<file path="src/rtl/multiplexed_seven_segment_driver_assert.svh">
// ---------------------------------------------------------------------------
// Assertion macros for the seven-segment display driver
// Shared property wrappers so that every check uses the same clocking.
// ---------------------------------------------------------------------------
`ifndef MULTIPLEXED_SEVEN_SEGMENT_DRIVER_ASSERT_SVH
`define MULTIPLEXED_SEVEN_SEGMENT_DRIVER_ASSERT_SVH

// A property checked on every rising edge, with reset held off the check.
`define MSSD_ASSERT(lbl, prop, msg) \
  lbl: assert property (@(posedge clk_i) disable iff (!rst_ni) prop) else $error(msg);

// A property that must also hold while reset is asserted.
`define MSSD_ASSERT_ALWAYS(lbl, prop, msg) \
  lbl: assert property (@(posedge clk_i) prop) else $error(msg);

`endif

</file>
<file path="src/rtl/mssd_pkg.sv">
// ---------------------------------------------------------------------------
// Seven-segment driver package
// Command codes, decimal split constants and the segment decoder.
// ---------------------------------------------------------------------------
package mssd_pkg;

  // Commands carried in the selector of an input word.
  localparam logic [1:0] CmdTick  = 2'd0;
  localparam logic [1:0] CmdScore = 2'd1;
  localparam logic [1:0] CmdLamp  = 2'd2;

  // Number of digit positions held by the display store.
  localparam int unsigned StoreDepth = 4;
  localparam int unsigned NumDigitsDefault = 4;

  // Scores saturate at four decimal digits.
  localparam logic [13:0] ScoreCap = 14'd9999;

  // Reciprocal constants for the decimal split.
  // 8389 / 2^23 gives the thousands for values up to 9999.
  localparam logic [13:0] ThouRecip = 14'd8389;
  localparam int unsigned ThouShift = 23;
  // 656 / 2^16 gives the hundreds for values up to 999.
  localparam logic [9:0]  HundRecip = 10'd656;
  localparam int unsigned HundShift = 16;
  // 205 / 2^11 gives the tens quotient for values up to 999.
  localparam logic [7:0]  TenRecip  = 8'd205;
  localparam int unsigned TenShift  = 11;

  // Pins at reset: all segments dark.
  localparam logic [6:0] SegBlank = 7'h7F;

  // Active-low segment pattern, segment a in bit 0 and g in bit 6.
  function automatic logic [6:0] seg_pattern(logic [3:0] digit);
    logic [6:0] pat;
    case (digit)
      4'd0:    pat = 7'h40;
      4'd1:    pat = 7'h79;
      4'd2:    pat = 7'h24;
      4'd3:    pat = 7'h30;
      4'd4:    pat = 7'h19;
      4'd5:    pat = 7'h12;
      4'd6:    pat = 7'h02;
      4'd7:    pat = 7'h78;
      4'd8:    pat = 7'h00;
      4'd9:    pat = 7'h10;
      default: pat = SegBlank;
    endcase
    return pat;
  endfunction

endpackage

</file>
<file path="src/rtl/multiplexed_seven_segment_driver.sv">
// ---------------------------------------------------------------------------
// Multiplexed seven-segment display driver
// Four-digit scanned display with three status lamps.
// ---------------------------------------------------------------------------
//  Channel   Direction  Payload                                   Handshake
//  s_axis    in         tuser: cmd; tdata: score_value, lamp      tvalid/tready
//  m_axis    out        tdata: segments_n, digit_on, lamps        tvalid/tready
//
//  Each word passes through the input register, where the thousands digit is
//  split off, then through the update stage that writes the display latches.
//  One word is accepted every cycle while results are taken.
//  Reset is asynchronous and active low; it blanks the segments, clears
//  the digit enables, lamps, scan position and stored digits.
//  A stalled result holds the update stage, and the input register fills
//  before s_axis_tready falls.
// ---------------------------------------------------------------------------
module multiplexed_seven_segment_driver
  import mssd_pkg::*;
#(
  parameter int unsigned NUM_DIGITS = NumDigitsDefault
) (
  input  logic        clk_i,
  input  logic        rst_ni,
  input  logic        s_axis_tvalid,
  output logic        s_axis_tready,
  // [1:0] cmd
  input  logic [1:0]  s_axis_tuser,
  // [15:0] score_value, [17:16] lamp_choice, [23:18] zero
  input  logic [23:0] s_axis_tdata,
  output logic        m_axis_tvalid,
  input  logic        m_axis_tready,
  // [6:0] segments_n, [10:7] digit_on, [13:11] lamps, [15:14] zero
  output logic [15:0] m_axis_tdata
);

  // Scan length is clamped to the stored digit count.
  localparam int unsigned ScanLen =
    (NUM_DIGITS < 1) ? 1 : ((NUM_DIGITS > StoreDepth) ? StoreDepth : NUM_DIGITS);
  localparam logic [1:0] ScanLast = 2'(ScanLen - 1);

  // Input stage: saturate the score and split off the thousands digit.
  logic [15:0] in_score;
  logic [13:0] in_sat;
  logic [27:0] thou_prod;
  logic [3:0]  in_thou;
  logic [13:0] in_rem_full;

  assign in_score    = s_axis_tdata[15:0];
  assign in_sat      = (in_score > 16'(ScoreCap)) ? ScoreCap : in_score[13:0];
  assign thou_prod   = 28'(in_sat) * 28'(ThouRecip);
  assign in_thou     = thou_prod[ThouShift +: 4];
  assign in_rem_full = in_sat - 14'(14'(in_thou) * 14'd1000);

  logic       s1_valid_q;
  logic [1:0] s1_cmd_q;
  logic [3:0] s1_thou_q;
  logic [9:0] s1_rem_q;
  logic [1:0] s1_lamp_q;
  logic       upd_fire;
  logic       in_fire;
  logic       tick_fire;

  assign upd_fire      = s1_valid_q && (!m_axis_tvalid || m_axis_tready);
  assign s_axis_tready = !s1_valid_q || upd_fire;
  assign in_fire       = s_axis_tvalid && s_axis_tready;
  assign tick_fire     = upd_fire && (s1_cmd_q == CmdTick);

  // Input register valid flag.
  always_ff @(posedge clk_i or negedge rst_ni) begin
    if (!rst_ni) begin
      s1_valid_q <= 1'b0;
    end else if (s_axis_tready) begin
      s1_valid_q <= s_axis_tvalid;
    end
  end

  // Input register payload.
  always_ff @(posedge clk_i) begin
    if (in_fire) begin
      s1_cmd_q  <= s_axis_tuser;
      s1_thou_q <= in_thou;
      s1_rem_q  <= in_rem_full[9:0];
      s1_lamp_q <= s_axis_tdata[17:16];
    end
  end

  // Remaining digits from the sub-thousand remainder.
  logic [19:0] hund_prod;
  logic [17:0] ten_prod;
  logic [3:0]  rem_hund;
  logic [6:0]  rem_q10;
  logic [6:0]  tens_full;
  logic [9:0]  ones_full;

  assign hund_prod = 20'(s1_rem_q) * 20'(HundRecip);
  assign ten_prod  = 18'(s1_rem_q) * 18'(TenRecip);
  assign rem_hund  = hund_prod[HundShift +: 4];
  assign rem_q10   = ten_prod[TenShift +: 7];
  assign tens_full = rem_q10 - 7'(7'(rem_hund) * 7'd10);
  assign ones_full = s1_rem_q - 10'(10'(rem_q10) * 10'd10);

  // Display state: digit store, scan position and the pin latches.
  logic [3:0] digit_q [StoreDepth];
  logic [1:0] scan_q;
  logic [6:0] seg_q;
  logic [3:0] dig_q;
  logic [2:0] lamp_q;
  logic       out_valid_q;
  logic [1:0] scan_d;

  assign scan_d = (scan_q == ScanLast) ? 2'd0 : scan_q + 2'd1;

  always_ff @(posedge clk_i or negedge rst_ni) begin
    if (!rst_ni) begin
      for (int i = 0; i < StoreDepth; i++) begin
        digit_q[i] <= 4'd0;
      end
      scan_q <= 2'd0;
      seg_q  <= SegBlank;
      dig_q  <= 4'd0;
      lamp_q <= 3'd0;
    end else if (upd_fire) begin
      case (s1_cmd_q)
        CmdTick: begin
          seg_q  <= seg_pattern(digit_q[scan_q]);
          dig_q  <= 4'd1 << scan_q;
          scan_q <= scan_d;
        end
        CmdScore: begin
          digit_q[0] <= s1_thou_q;
          digit_q[1] <= rem_hund;
          digit_q[2] <= tens_full[3:0];
          digit_q[3] <= ones_full[3:0];
        end
        CmdLamp: begin
          if (s1_lamp_q == 2'd0) begin
            lamp_q <= 3'd0;
          end else begin
            lamp_q <= 3'd1 << (s1_lamp_q - 2'd1);
          end
        end
        default: begin
        end
      endcase
    end
  end

  // Result word valid: the latches are the result payload.
  always_ff @(posedge clk_i or negedge rst_ni) begin
    if (!rst_ni) begin
      out_valid_q <= 1'b0;
    end else if (upd_fire) begin
      out_valid_q <= 1'b1;
    end else if (m_axis_tready) begin
      out_valid_q <= 1'b0;
    end
  end

  assign m_axis_tvalid = out_valid_q;
  assign m_axis_tdata  = {2'b00, lamp_q, dig_q, seg_q};

  // Checks on the display latches and scan position.
`include "multiplexed_seven_segment_driver_assert.svh"

  `MSSD_ASSERT(a_dig_onehot, $onehot0(dig_q), "digit enables not one-hot")
  `MSSD_ASSERT(a_lamp_onehot, $onehot0(lamp_q), "more than one lamp lit")
  `MSSD_ASSERT(a_dark_blank, (dig_q != 4'd0) || (seg_q == SegBlank), "segments lit with no digit")
  `MSSD_ASSERT(a_scan_range, scan_q <= ScanLast, "scan position beyond scan length")
  `MSSD_ASSERT(a_tick_enable, tick_fire |=> dig_q == (4'd1 << $past(scan_q)), "wrong digit enabled")

endmodule

</file>
<file path="config.mk">
export PLATFORM = sky130hd
export DESIGN_NAME = multiplexed_seven_segment_driver
export DESIGN_NICKNAME = d
export VERILOG_FILES = /design/src/rtl/mssd_pkg.sv /design/src/rtl/multiplexed_seven_segment_driver.sv
export VERILOG_INCLUDE_DIRS = /design/src /design/src/rtl
export SDC_FILE = /design/constraint.sdc
export NUM_CORES = 1
export LEC_CHECK = 0
export ABC_AREA = 1
export CAP_MARGIN = 10
export CORE_MARGIN = 2
export CORE_UTILIZATION = 40
export CTS_BUF_LIST = sky130_fd_sc_hd__clkbuf_4 sky130_fd_sc_hd__clkbuf_8
export DETAILED_ROUTE_END_ITERATION = 10
export DONT_BUFFER_PORTS = 1
export HOLD_SLACK_MARGIN = 0.02
export SYNTH_ARGS = -nofsm -noshare
export SYNTH_HDL_FRONTEND = slang
export SYNTH_SLANG_ARGS = --single-unit
</file>
<file path="constraint.sdc">
create_clock -name clk_i -period 5.3 [get_ports clk_i]
set_clock_uncertainty 0.2 [all_clocks]
set_input_delay 0.265 -clock clk_i [delete_from_list [all_inputs] [get_ports clk_i]]
set_output_delay 0.265 -clock clk_i [all_outputs]
set_load 0.02 [all_outputs]
</file>
==> results_dict.tcl <==
set metrics [dict create \
    final-setup-viol-count 5 \
    globalRouteOverflowTotal 0 \
    portBuffers 0 \
    synth.yosys.seq_area_share_pct 19.0 \
    syn_area_per_cell_um2 8.20 \
    yosys.cell_count.top_type "sky130_fd_sc_hd__inv_1" \
    yosys.area.top_type_share_pct 29.8 \
    via_cell_ratio 4.88 \
    clkSlewWorstSetupHoldPaths_ps 90 \
    netlist_area_um2 7380 \
    critical_path_arrival_ps 6400 \
    worstSetupEndpointType "flip-flop" \
    fmax_mhz 153 \
    placed_wire_length_estimate_um 14800 \
    finish.net_count 1307 \
    die_area_um2 19600 \
    max_slew_margin_pct 50.8 \
    routed_wire_length_per_instance_um 14.1 \
    critPathMaxFanout 5 \
    violations_in_the_final_reports "setup timing" \
    post_dp_cell_area_um2 9000 \
    remaining_drc_errors 0 \
    final_layout_size_suffix_gt1_share_pct 32.9 \
    synth.lib_cells_used.distinct 46 \
    drt_wl_total_um 18200 \
    final.min_clock_period_ps 6530 \
    coreArea_um2 18000 \
    grt_setup_unrepaired "true" \
    post-route-cell-area_um2 10200 \
    postSynthCellCount 900 \
    cts_made_buffers 5 \
    placementRows 49 \
    h-tree-depth 2 \
    areaGrowthSynthToFinish_pct 38.2 \
    synth_flop_cell "sky130_fd_sc_hd__dfrtp_1" \
    clock_latency_ps 300 \
    worst_ep_required_time_ps 5170 \
    count_of_flip_flops_with_a_built_in_enable_after_synthesis 18 \
    grt_pass1_vias 6552 \
    global_route.usage.total_pct 19.3 \
    routed-via-count 6276 \
    multi_input_area_um2 6240 \
    ffs_latches_synth 52 \
    critical_path.startpoint_type "input pin" \
    timing_worst_setup_path_type "in2reg" \
    status "complete, but fails checks" \
    yosys.area.top_type "sky130_fd_sc_hd__ha_1" \
    critical_path.max_stage_delay_ps 480 \
    n_antenna_cell 0 \
    timing.final.hold_violations 0 \
    placement.setup.worst_slack_ps -1610 \
    grt_start_max_net_pins 35 \
    die_w_um 140 \
    critical-path-slowest-cell "sky130_fd_sc_hd__fa_1" \
    max_cap_viol_count 0 \
    grt_first_pass_wirelength_um 30900 \
    synth.area.top_cells "sky130_fd_sc_hd__ha_1 30%, sky130_fd_sc_hd__fa_1 12%, sky130_fd_sc_hd__inv_1 10%, sky130_fd_sc_hd__dfrtp_1 9.2%, sky130_fd_sc_hd__nand2_1 8.9%" \
    tightestPinTransition_ps 737 \
    floorplan.io_pins 48 \
    register_area_um2 1400 \
    fillerInstances 1629 \
    finalCritPeriodShare_pct 123 \
    max_transition_viols_final 0 \
    async_set_reset_flop_share_out_of_synthesis_pct 65.4 \
    setup-tns-final_ps -3810 \
    floorplan.die.height_um 140 \
    floorplan.initialDensity_pct 41.0 \
    cts_root_buffer "sky130_fd_sc_hd__clkbuf_8" \
    holdCritPathClass "in2reg" \
    initial_antenna_violation_count 0 \
    place.gp.congestion 0.885 \
    drt_iter0_drc 211 \
    detail_route.first_pass.iterations 5 \
    setup_ws_ps -1230 \
    cts_num_sinks 52 \
    clock_path_buffers 2 \
    synth-warning-count 0 \
    ys_top_cells_by_count "196 x sky130_fd_sc_hd__inv_1, 176 x sky130_fd_sc_hd__ha_1, 175 x sky130_fd_sc_hd__nand2_1, 50 x sky130_fd_sc_hd__nor2_1, 46 x sky130_fd_sc_hd__fa_1" \
    cts_tree "yes" \
    drtAntennaViolNets 0 \
]
-- registers in the layout, summed over array words and instances, names as in the netlist --
name	cells
s1_cmd_q	2
seg_q	7
s1_lamp_q	2
digit_q	16
s1_rem_q	10
scan_q	2
dig_q	4
s1_thou_q	4
m_axis_tvalid	1
lamp_q	3
s1_valid_q	1
-- critical path, delay by kind of cell --
family                     cells  cell delay [ps]
AOI/OAI and AO/OA              2              340
and+or+nand+nor               17             1820
buffers and inverters          5              290
adders and majority gates     10             3470
xor gates and xnor gates       1              180
-- cell type report --
| class | instances | share of cell area (%) |
|---|---|---|
| Timing Repair Buffer | 152 | 12.5 |
| Tap cell | 229 | 2.81 |
| Clock buffer | 6 | 0.748 |
| Clock inverter | 2 | 0.589 |
| Inverter | 204 | 8.55 |
| Sequential cell | 52 | 13.7 |
| Multi-Input combinational cell | 640 | 61.1 |
-- path summary, 6_finish.rpt --
path	slack, ps	cells after the start	endpoint	startpoint
min in group asynchronous	210	2	dig_q[2]$_DFFE_PN0P_	rst_ni
max in group asynchronous	4430	2	seg_q[3]$_DFFE_PN1P_	rst_ni
worst max-delay path	-1230	35	s1_rem_q[9]$_DFFE_PP_	s_axis_tdata[11]
worst min-delay path	120	2	s1_rem_q[1]$_DFFE_PP_	s_axis_tdata[1]
worst max register to register	280	22	digit_q[3]$_DFFE_PN0P_	s1_rem_q[2]$_DFFE_PP_
worst min register to register	250	2	digit_q[13]$_DFFE_PN0P_	s1_thou_q[1]$_DFFE_PP_
-- layer usage --
metal | vias to the layer above | track usage (%) | wire, um
li1 | 3204 | - | -
met1 | 2987 | 24.6 | 8300
met2 | 69 | 36.0 | 9290
met3 | 16 | 1.38 | 293
met4 | 0 | 3.63 | 282
met5 | - | 0 | 0
-- layout by cell type, fill, tap and decap left out, types with 4 or more instances in the layout --
cell type,count
sky130_fd_sc_hd__ha_2,5
sky130_fd_sc_hd__a21o_1,4
sky130_fd_sc_hd__dfrtp_1,27
sky130_fd_sc_hd__inv_2,33
sky130_fd_sc_hd__buf_6,18
sky130_fd_sc_hd__ha_4,47
sky130_fd_sc_hd__o21ai_0,21
sky130_fd_sc_hd__o21a_1,6
sky130_fd_sc_hd__nand2_2,21
sky130_fd_sc_hd__nor2_2,7
sky130_fd_sc_hd__xor2_1,10
sky130_fd_sc_hd__dlygate4sd3_1,7
sky130_fd_sc_hd__o211ai_1,5
sky130_fd_sc_hd__fa_1,44
sky130_fd_sc_hd__ha_1,124
sky130_fd_sc_hd__dfstp_2,7
sky130_fd_sc_hd__buf_4,123
sky130_fd_sc_hd__nand3_1,31
sky130_fd_sc_hd__nand4_1,9
sky130_fd_sc_hd__nand2_4,9
sky130_fd_sc_hd__nand3_2,4
sky130_fd_sc_hd__edfxtp_1,18
sky130_fd_sc_hd__clkbuf_8,5
sky130_fd_sc_hd__inv_1,158
sky130_fd_sc_hd__a21oi_2,8
sky130_fd_sc_hd__a21oi_1,31
sky130_fd_sc_hd__xnor2_1,7
sky130_fd_sc_hd__o21ai_1,4
sky130_fd_sc_hd__nand2_8,6
sky130_fd_sc_hd__nand2_1,145
sky130_fd_sc_hd__inv_4,5
sky130_fd_sc_hd__nor2_4,15
sky130_fd_sc_hd__a2bb2oi_1,5
sky130_fd_sc_hd__nor2_1,31
-- cell families after synthesis --
logic type	Yosys count	share of synthesized area (%)
xor gates and xnor gates	20	2.37
and+or+nand+nor	296	17.3
DFF	52	19.0
adders and majority gates	222	42.3
buffers and inverters	210	10.8
AOI/OAI and AO/OA	99	8.14
other	1	0.0508
-- per-stage QoR --
stage | hold WS, ps | utilization [%] | std cells
global placement | -230 | 50.0 | 1221
detailed placement | -230 | 50.0 | 1221
global route | 117 | 56.6 | 1285
CTS | 108 | 54.9 | 1272
floorplan | -231 | - | 901
finish | 123 | 56.6 | 1285
-- what timing repair did --
action,in CTS,in global routing
gates cloned,1,0
pin swaps,54,22
setup buffers,35,14
setup endpoints to repair,5,7
resized for setup,89,42
hold buffers,8,0
hold endpoints to repair,40,0
Power is not shown: default switching activity piles up to over one toggle a cycle in this logic, so the estimate is an artifact.
